## src/design/tmc_pkg.sv

```systemverilog
// ----------------------------------------------------------------------------
// Trajectory match cost - package
// Widths, limits and register indexes shared by the block and its checker.
// ----------------------------------------------------------------------------
package tmc_pkg;

  // accumulator and output cost width (Q40.8)
  localparam int unsigned CostW = 48;
  localparam logic [CostW-1:0] ACC_MAX = {CostW{1'b1}};

  // yaw wrap limits, 1/64 degree units
  localparam logic [15:0] YAW_FULL   = 16'd23040;
  localparam logic [15:0] YAW_DOUBLE = 16'd46080;
  localparam logic [14:0] YAW_HALF   = 15'd11520;

  // configuration registers
  localparam int unsigned CfgIdxW = 2;
  localparam logic [CfgIdxW-1:0] CFG_POS_WEIGHT = 2'd0;
  localparam logic [CfgIdxW-1:0] CFG_ROT_WEIGHT = 2'd1;
  localparam logic [15:0] WEIGHT_RESET = 16'd256;

endpackage

```

## src/design/trajectory_match_cost.sv

```systemverilog
// ----------------------------------------------------------------------------
// Trajectory match cost
// Weighted squared-distance cost accumulator over pairs of trajectory points,
// built around one shared 26x24 multiplier under a small sequencer.
// ----------------------------------------------------------------------------
//
//  channel   direction  handshake               payload
//  in_       input      in_valid / in_stall     cur/cand x,y,z,yaw, last_point
//  out_      output     out_valid / out_stall   total_cost, saturated
//  cfg_      input      cfg_we                  cfg_index, cfg_wdata
//
//  Each request is accepted in the idle state, then runs nine sequencer steps
//  (three squares, the last square-sum add, two weight partial products,
//  one yaw product, two adds), all set by the single shared multiplier and its
//  result register. in_stall is high while the sequencer runs.
//  A last point waits in the final step only while the output register holds
//  an untaken result; otherwise out_stall does not hold up the input side.
//  Reset (rst_n low, synchronous) clears the cost, the flag and the output,
//  and sets both weights to 1.0.
//
module trajectory_match_cost (
  input  logic                         clk,
  input  logic                         rst_n,
  // configuration
  input  logic                         cfg_we,
  input  logic [tmc_pkg::CfgIdxW-1:0]  cfg_index,
  input  logic [15:0]                  cfg_wdata,
  // input channel
  input  logic                         in_valid,
  output logic                         in_stall,
  input  logic signed [23:0]           in_cur_x,
  input  logic signed [23:0]           in_cur_y,
  input  logic signed [23:0]           in_cur_z,
  input  logic signed [15:0]           in_cur_yaw,
  input  logic signed [23:0]           in_cand_x,
  input  logic signed [23:0]           in_cand_y,
  input  logic signed [23:0]           in_cand_z,
  input  logic signed [15:0]           in_cand_yaw,
  input  logic                         in_last_point,
  // result channel
  output logic                         out_valid,
  input  logic                         out_stall,
  output logic [tmc_pkg::CostW-1:0]    out_total_cost,
  output logic                         out_saturated
);

  typedef enum logic [3:0] {
    ST_IDLE,
    ST_SQX,
    ST_SQY,
    ST_SQZ,
    ST_SUMZ,
    ST_WLO,
    ST_WHI,
    ST_ROT,
    ST_POS,
    ST_DONE
  } state_t;

  state_t                      state_r;
  logic [15:0]                 pos_weight_r;
  logic [15:0]                 rot_weight_r;
  logic [tmc_pkg::CostW-1:0]   acc_r;
  logic                        sat_flag_r;
  logic                        out_valid_r;
  logic [tmc_pkg::CostW-1:0]   out_total_r;
  logic                        out_sat_r;

  // payload registers
  logic [23:0]                 mag_x_r, mag_y_r, mag_z_r;
  logic [13:0]                 yaw_mag_r;
  logic                        last_r;
  logic [49:0]                 mul_r;
  logic [49:0]                 sqsum_r;
  logic [25:0]                 lo_r;
  logic [49:0]                 pos_r;
  logic [50:0]                 sum_r;
  logic [23:0]                 rot_r;

  logic                        accept;
  logic                        out_free;
  logic                        emit;

  // input differences and magnitudes
  logic signed [24:0]          dx, dy, dz;
  logic [23:0]                 mag_x, mag_y, mag_z;
  logic signed [16:0]          dyaw;
  logic [15:0]                 yaw_abs;
  logic [14:0]                 yaw_mod;
  logic [13:0]                 yaw_mag;

  // shared multiplier
  logic [25:0]                 mul_a;
  logic [23:0]                 mul_b;
  logic [49:0]                 mul_nxt;

  // final add and saturation
  logic [50:0]                 total;
  logic                        sat_hit;
  logic [tmc_pkg::CostW-1:0]   acc_nxt;

  assign accept   = in_valid && !in_stall;
  assign out_free = !out_valid_r || !out_stall;
  assign in_stall = (state_r != ST_IDLE);
  assign emit     = (state_r == ST_DONE) && last_r && out_free;

  // position differences, exact in 25 bits
  always_comb begin
    dx = 25'(in_cand_x) - 25'(in_cur_x);
    dy = 25'(in_cand_y) - 25'(in_cur_y);
    dz = 25'(in_cand_z) - 25'(in_cur_z);
    mag_x = dx[24] ? 24'(-dx) : dx[23:0];
    mag_y = dy[24] ? 24'(-dy) : dy[23:0];
    mag_z = dz[24] ? 24'(-dz) : dz[23:0];
  end

  // yaw difference: magnitude folded into [0, 180] degrees
  always_comb begin
    dyaw    = 17'(in_cand_yaw) - 17'(in_cur_yaw);
    yaw_abs = dyaw[16] ? 16'(-dyaw) : dyaw[15:0];
    if (yaw_abs >= tmc_pkg::YAW_DOUBLE) begin
      yaw_mod = 15'(yaw_abs - tmc_pkg::YAW_DOUBLE);
    end else if (yaw_abs >= tmc_pkg::YAW_FULL) begin
      yaw_mod = 15'(yaw_abs - tmc_pkg::YAW_FULL);
    end else begin
      yaw_mod = yaw_abs[14:0];
    end
    if (yaw_mod > tmc_pkg::YAW_HALF) begin
      yaw_mag = 14'(tmc_pkg::YAW_FULL[14:0] - yaw_mod);
    end else begin
      yaw_mag = yaw_mod[13:0];
    end
  end

  // multiplier operand select per sequencer step
  always_comb begin
    case (state_r)
      ST_SQX: begin
        mul_a = {2'b00, mag_x_r};
        mul_b = mag_x_r;
      end
      ST_SQY: begin
        mul_a = {2'b00, mag_y_r};
        mul_b = mag_y_r;
      end
      ST_SQZ: begin
        mul_a = {2'b00, mag_z_r};
        mul_b = mag_z_r;
      end
      ST_WLO: begin
        mul_a = sqsum_r[25:0];
        mul_b = {8'd0, pos_weight_r};
      end
      ST_WHI: begin
        mul_a = {2'b00, sqsum_r[49:26]};
        mul_b = {8'd0, pos_weight_r};
      end
      ST_ROT: begin
        mul_a = {12'd0, yaw_mag_r};
        mul_b = {8'd0, rot_weight_r};
      end
      default: begin
        mul_a = '0;
        mul_b = '0;
      end
    endcase
    mul_nxt = {24'd0, mul_a} * {26'd0, mul_b};
  end

  // final add with saturation at the accumulator maximum
  always_comb begin
    total   = sum_r + {27'd0, rot_r};
    sat_hit = (total >= {3'b000, tmc_pkg::ACC_MAX});
    acc_nxt = sat_hit ? tmc_pkg::ACC_MAX : total[tmc_pkg::CostW-1:0];
  end

  // sequencer, accumulator, configuration and output register
  always_ff @(posedge clk) begin
    if (!rst_n) begin
      state_r      <= ST_IDLE;
      pos_weight_r <= tmc_pkg::WEIGHT_RESET;
      rot_weight_r <= tmc_pkg::WEIGHT_RESET;
      acc_r        <= '0;
      sat_flag_r   <= 1'b0;
      out_valid_r  <= 1'b0;
    end else begin
      if (cfg_we) begin
        case (cfg_index)
          tmc_pkg::CFG_POS_WEIGHT: pos_weight_r <= cfg_wdata;
          tmc_pkg::CFG_ROT_WEIGHT: rot_weight_r <= cfg_wdata;
          default: ;
        endcase
      end

      // result register: set on emission, held while stalled
      out_valid_r <= emit || (out_valid_r && out_stall);

      case (state_r)
        ST_IDLE: if (accept) state_r <= ST_SQX;
        ST_SQX:  state_r <= ST_SQY;
        ST_SQY:  state_r <= ST_SQZ;
        ST_SQZ:  state_r <= ST_SUMZ;
        ST_SUMZ: state_r <= ST_WLO;
        ST_WLO:  state_r <= ST_WHI;
        ST_WHI:  state_r <= ST_ROT;
        ST_ROT:  state_r <= ST_POS;
        ST_POS:  state_r <= ST_DONE;
        ST_DONE: begin
          if (!last_r) begin
            acc_r      <= acc_nxt;
            sat_flag_r <= sat_flag_r | sat_hit;
            state_r    <= ST_IDLE;
          end else if (out_free) begin
            // last point: emit and clear the run
            out_total_r <= acc_nxt;
            out_sat_r   <= sat_flag_r | sat_hit;
            acc_r       <= '0;
            sat_flag_r  <= 1'b0;
            state_r     <= ST_IDLE;
          end
        end
        default: state_r <= ST_IDLE;
      endcase
    end
  end

  // datapath registers
  always_ff @(posedge clk) begin
    mul_r <= mul_nxt;
    if (accept) begin
      mag_x_r   <= mag_x;
      mag_y_r   <= mag_y;
      mag_z_r   <= mag_z;
      yaw_mag_r <= yaw_mag;
      last_r    <= in_last_point;
      sqsum_r   <= '0;
    end
    case (state_r)
      ST_SQY, ST_SQZ, ST_SUMZ: sqsum_r <= sqsum_r + mul_r;
      // low partial product, keep only bits at or above the Q.16 point
      ST_WHI: lo_r <= mul_r[41:16];
      ST_ROT: pos_r <= {mul_r[39:0], 10'd0} + {24'd0, lo_r};
      ST_POS: begin
        sum_r <= {3'b000, acc_r} + {1'b0, pos_r};
        rot_r <= mul_r[29:6];
      end
      default: ;
    endcase
  end

  assign out_valid      = out_valid_r;
  assign out_total_cost = out_total_r;
  assign out_saturated  = out_sat_r;

endmodule

```

## config.mk

```make
export PLATFORM = sky130hd
export DESIGN_NAME = trajectory_match_cost
export DESIGN_NICKNAME = d
export VERILOG_FILES = /design/src/design/tmc_pkg.sv /design/src/design/trajectory_match_cost.sv
export SDC_FILE = /design/constraint.sdc
export NUM_CORES = 2
export LEC_CHECK = 0
export BUFFER_PORTS_ARGS = -buffer_cell sky130_fd_sc_hd__buf_2
export CAP_MARGIN = 20
export CORE_UTILIZATION = 40
export CTS_CLUSTER_DIAMETER = 200
export CTS_CLUSTER_SIZE = 24
export DETAILED_ROUTE_END_ITERATION = 6
export MAX_ROUTING_LAYER = met4
export PLACE_DENSITY = 0.67
export SLEW_MARGIN = 25
export SYNTH_ARGS = -nofsm -noshare
export SYNTH_HDL_FRONTEND = slang
export SYNTH_SLANG_ARGS = --single-unit
export TNS_END_PERCENT = 100
```

## constraint.sdc

```tcl
create_clock -name clk -period 15.4 [get_ports clk]
set_clock_uncertainty 0.2 [all_clocks]
set_input_delay 3.08 -clock clk [delete_from_list [all_inputs] [get_ports clk]]
set_output_delay 3.08 -clock clk [all_outputs]
set_load 0.01 [all_outputs]
```

== After elaboration in Yosys (flattened, before gate mapping) ==
Cells that the tools add are included.

* Bits in registers: 473
* Bits of input ports: 200
* Output and inout bits: 51
* Word-level logic and storage cells: 93

* Add/sub/neg operators: 15
* Multipliers: 1
* Order comparisons: 4
* Eq/ne operators: 13
* Mux-type cells: 20
* Bitwise logic cells: 1
* Reductions and logical operators: 20

{| class="wikitable"
|+ Operators by type and width
! operator !! count
|-
| $pmux 26 s6 || 1
|-
| $mux 48 || 3
|-
| $pmux 24 s5 || 1
|-
| $mux 50 || 2
|-
| $sub 24x24->25 || 3
|-
| $mux 24 || 3
|-
| $neg 24->24 || 3
|-
| $add 48x50->51 || 1
|-
| $add 51x24->51 || 1
|-
| $ge 51x48->1 const B || 1
|-
| $add 50x26->50 || 1
|-
| $add 50x50->50 || 1
|-
| $mul 26x24->50 || 1
|-
| $pmux 4 s10 || 1
|-
| $mux 15 || 2
|-
| $sub 16x16->17 || 1
|-
| $eq 4x3->1 const B || 4
|-
| $ge 16x15->1 const B || 1
|-
| $ge 16x16->1 const B || 1
|-
| $mux 16 || 1
|-
| $neg 16->16 || 1
|-
| $gt 15x14->1 const B || 1
|-
| $sub 15x14->15 const B || 1
|-
| $sub 15x15->15 const B || 1
|-
| other kinds (23) || 37
|}

== Longest topological paths before layout ==
* Depth in word-level cells: 8
* Mapped depth: 39
* Depth with buffers taken out: 34

== Worst setup path after synthesis ==
No wires, ideal clock.

* Path kind: register to register
* From: reg state_r[1]
* To: reg mul_r[46]
* Setup time: 0.126 ns
* Arrival: 10.366 ns
* Data required time: 15.074 ns
* Path slack: 4.708 ns
* Stages on the path, launching flop included: 37
* Path buffers: 4
* Clock period less this slack: 10.692 ns
* Path through: dfxtp_1 > clkbuf_1 > nand2_1 > nor2_1 > clkbuf_1 > a22oi_1 > o21ai_1 > clkbuf_1 > nand2_1 > fa_1 > inv_1 > fa_1 > inv_1 > fa_1 > inv_1 > fa_1 > fa_1 > fa_1 > inv_1 > fa_1 > inv_1 > ha_1 > clkbuf_1 > a21o_1 > a21o_1 > a21o_1 > a21o_1 > a21o_1 > a21oi_1 > o32ai_1 > o31a_1 > o41ai_1 > o21ai_0 > a311o_1 > nand4_1 > a32oi_1 > xor2_1

* Word-level cells in the longest chain between the ends: 4
* Elaborated cells on any way between the ends: 10
* Classes of those cells: 1 x mul; 6 x eq/ne; 2 x mux; 1 x reduce/logical

{| class="wikitable"
|+ RTL lines
! element !! RTL line !! source
|-
| from (decl) || trajectory_match_cost.sv:60 || <nowiki>state_t state_r;</nowiki>
|-
| from (signal assigned) || trajectory_match_cost.sv:180 || <nowiki>state_r <= ST_IDLE;</nowiki>
|-
| from (signal assigned) || trajectory_match_cost.sv:199 || <nowiki>ST_IDLE: if (accept) state_r <= ST_SQX;</nowiki>
|-
| from (signal assigned) || trajectory_match_cost.sv:200 || <nowiki>ST_SQX: state_r <= ST_SQY;</nowiki>
|-
| $eq 4x3->1 || trajectory_match_cost.sv:137 || <nowiki>case (state_r)</nowiki>
|-
| $reduce_or 2->1 (no source line) || - ||
|-
| $pmux 24 s5 || trajectory_match_cost.sv:137 ||
|-
| $mul 26x24->50 (*) || trajectory_match_cost.sv:167 || <nowiki>mul_nxt = {24'd0, mul_a} * {26'd0, mul_b};</nowiki>
|-
| via mul_nxt[46] || trajectory_match_cost.sv:95 || <nowiki>logic [49:0] mul_nxt;</nowiki>
|-
| to (signal assigned) || trajectory_match_cost.sv:229 || <nowiki>mul_r <= mul_nxt;</nowiki>
|-
| to (decl) || trajectory_match_cost.sv:73 || <nowiki>logic [49:0] mul_r;</nowiki>
|}

Mark *: on every way through the listed nets, which the timed path passes. The rest lies on a longest branch.
A chain may end at the register's enable or synchronous reset.

== Final worst setup path ==
* From: reg state_r[0]
* To: reg mul_r[46]

The elaborated chain is that of the path after synthesis.

==> run metrics <==
Hold Slack=around 0.23 ns; max-slew violations=0; starting density of the core=between 40% and 50%; DRC=0; result of the run=complete, no violations; number of core rows=130; area after detailed placement=roughly 54,000 µm²; Global Route met1 Usage=between 30% and 40%; most numerous cell in the Yosys netlist=inv_1; Hold WC Path Type=reg -> reg; Seq/Total Area, Yosys=approximately 25%; highest clock frequency the design can meet=between 90 and 100 MHz; Post-Syn Instances=5,596; largest stage delay on the critical path=between 0.8 and 0.9 ns; number of distinct library cell variants in the gate-level netlist after synthesis=between 90 and 100; root buffer cell=clkbuf_16; number of fill cells=between 10k and 15k; insertion delay of the later-clocked pin in the worst-skew pair=approximately 0.62 ns; final weighted congestion in routability-driven placement=~1; start point of the worst min-delay path=lo_r[1]; hold depth=0; Total Neg Setup Slack=0 ns; Arr. time, crit path=about 11 ns; post-cts hold buffer count=0; min setup slack post-route=roughly 4.4 ns; number of maximum-capacitance constraint violations=0; final hold violations=0; post-detailed-route count of antenna-violating nets=0; clock tree from TritonCTS=built; height of the die=358.4 µm; combined flip-flop and latch cell area=between 10,000 and 15,000 µm²; highest net fanout along the worst path=45; PostCTS Resize Cnt=0; slowest stage cell, crit path=nor2b_1; power per standard cell area=a little over 100 nW/µm²; number of enable flip-flop cells after synthesis=around 340; total number of nets in the final design=approximately 6.9k; share of the synthesized area in the top cell type=21.04%; CTS Buffer Depth=3; critical path startpoint=state_r[0]; TritonCTS sink count=473; minimum setup slack after placement=between 4 and 5 ns; most instantiated cells after synthesis=897 x inv_1, 693 x nand2_1, 534 x fa_1; number of gates on the worst path with buffers counted=34; clock transition at the registers of the reported paths=roughly 0.11 ns; setup repair after global routing missed its margin=no; final critical-path share of the clock period=71.17%; IR Drop Worst-Case VDD=0.08971 mV; Setup-failing EPs final=0; count of routing violations after the opening detailed-route iteration=about 3.1k; first-pass GRT wire length=226.7 mm; fraction of registers with async set or reset after synthesis=0%; most used routing layer in global routing=met2; post-detailed-placement half-perimeter wirelength=between 100 and 150 mm; number of detailed-route iterations in the first pass=6; r2r worst-path depth=34; worst flop-to-flop path startpoint=state_r[0]; data required time at the worst endpoint=between 15 and 20 ns; global-route total usage across every layer=between 20% and 30%; number of top-level pins=~250; Critical Path End Type=register; post-synthesis instance area=roughly 51,000 µm²; Max-Slew Margin vs Limit=between 20 and 30%; maximum number of pins on one net before global-route repair=between 80 and 90; number of antenna violations at the first check in global routing=7; via/cell ratio=5.420; area growth from synthesis to final layout=8.082%; vias=around 40k; number of synthesized register bits=between 400 and 500; area of the multi-input gates=approximately 34,000 µm²; most instantiated flip-flop cell in the synthesis netlist=edfxtp_1; biggest area contributors in the synthesized netlist=fa_1 21%, edfxtp_1 20%, ha_1 10%; buffers inserted by post-CTS timing repair=0; mean routed wirelength per cell=~20 µm; Final min period=~11 ns; post-route cell area=between 50,000 and 60,000 µm²; Tightest Pin Transition=roughly 1.1 ns; vias in the first global route=between 40k and 50k; capture instance of the worst register-to-register path=mul_r[46]; area enclosed by the die boundary=between 100,000 and 150,000 µm²; critical path class=reg -> reg; GRT overflow=0; Worst Hold Path EP=pos_r[1]; Chip Width=358.4 µm; average footprint of a synthesized cell=9.077 µm²; Ys Warns=0; most numerous cell on the critical path=fa_1; fraction of final layout cells sized beyond drive strength 1=under 10%; biggest area consumer among synthesized cells=fa_1; CP bufs+invs=7; total number of H-tree levels=1; total clock buffers created by CTS=23; buffers added on ports=250; Floorplan Core Area=between 100,000 and 150,000 µm²; WL final=147.6 mm; Startpoint Class=register; global routing usage on met2=a little under two fifths; worst setup slack for register-to-register paths=4.44 ns; Leakage Power=~25 nW; met3 Track Usage GR=3.386%; family of cells with the greatest summed delay on the critical path=adder cells
[flip-flops by register name (all words and copies together) (netlist names), 26 cells and up]
| register | count |
|---|---|
| sum_r | 51 |
| mul_r | 50 |
| pos_r | 50 |
| sqsum_r | 50 |
| acc_r | 48 |
| out_total_cost | 48 |
| lo_r | 26 |
[through the flow]
stage	cells	power, mW	util, %
finish	7448	5.686	43.67
detailed placement	7402	4.965	43.11
global route	7447	6.086	43.66
floorplan	5610	3.935	-
CTS	7444	5.680	43.64
global placement	7401	4.921	43.10
[layout by cell type, fill, tap and decap left out, types with 38 or more instances in the layout]
master	n
or3_1	39
nor2_1	457
fa_1	534
a21oi_1	216
o21bai_1	39
a21o_1	145
edfxtp_1	337
xnor2_1	218
dfxtp_1	135
buf_2	250
xor2_1	127
a22o_1	50
buf_4	80
nand2_1	693
and3_1	40
nand3_1	106
a21boi_0	47
nor3_1	58
nor2b_1	52
and2_1	47
nand2b_1	40
inv_1	897
o21ai_0	148
ha_1	412
a22oi_1	47
mux2_2	38
[worst max-delay path by stage]
| stage | to | slack, ns |
|---|---|---|
| after floorplan | mul_r[46] | 4.71 |
| after global placement | mul_r[46] | 4.62 |
| after detailed placement | mul_r[46] | 4.49 |
| after CTS | mul_r[46] | 4.45 |
| after global routing | mul_r[46] | 3.94 |
| final | mul_r[46] | 4.44 |
[layout make-up]
class,count,share of cell area [%]
Antenna cell,4,0.01823
Clock buffer,40,1.165
Clock inverter,2,0.05242
Inverter,897,6.133
Multi-Input combinational cell,4050,62.07
Sequential cell,473,23.39
Tap cell,1650,3.760
Timing Repair Buffer,332,3.412
[report_power, final]
part / internal (mW) / switching (mW)
Sequential: 1.59 / 0.233
Combinational: 1.20 / 1.94
Clock: 0.290 / 0.422
[metal layers]
metal	vias up	part of all wire, %
li1	18910	-
met1	19690	42
met2	1439	46
met3	336	7.8
met4	0	4.7
met5	-	0
[logic make-up (layout without fill, tap and decap cells)]
family | count (synthesis) | in the layout | share of synthesized area (%)
muxes | 51 | 51 | 1.099
buffers and inverters | 1087 | 1271 | 8.049
adders and majority gates | 946 | 946 | 31.19
xor gates and xnor gates | 345 | 345 | 5.948
other | 2 | 20 | 0.01478
and+or+nand+nor | 1695 | 1695 | 15.07
DFF | 473 | 473 | 25.28
AOI/OAI and AO/OA | 997 | 997 | 13.34
No activity file was read; power rests on OpenSTA's default activity.
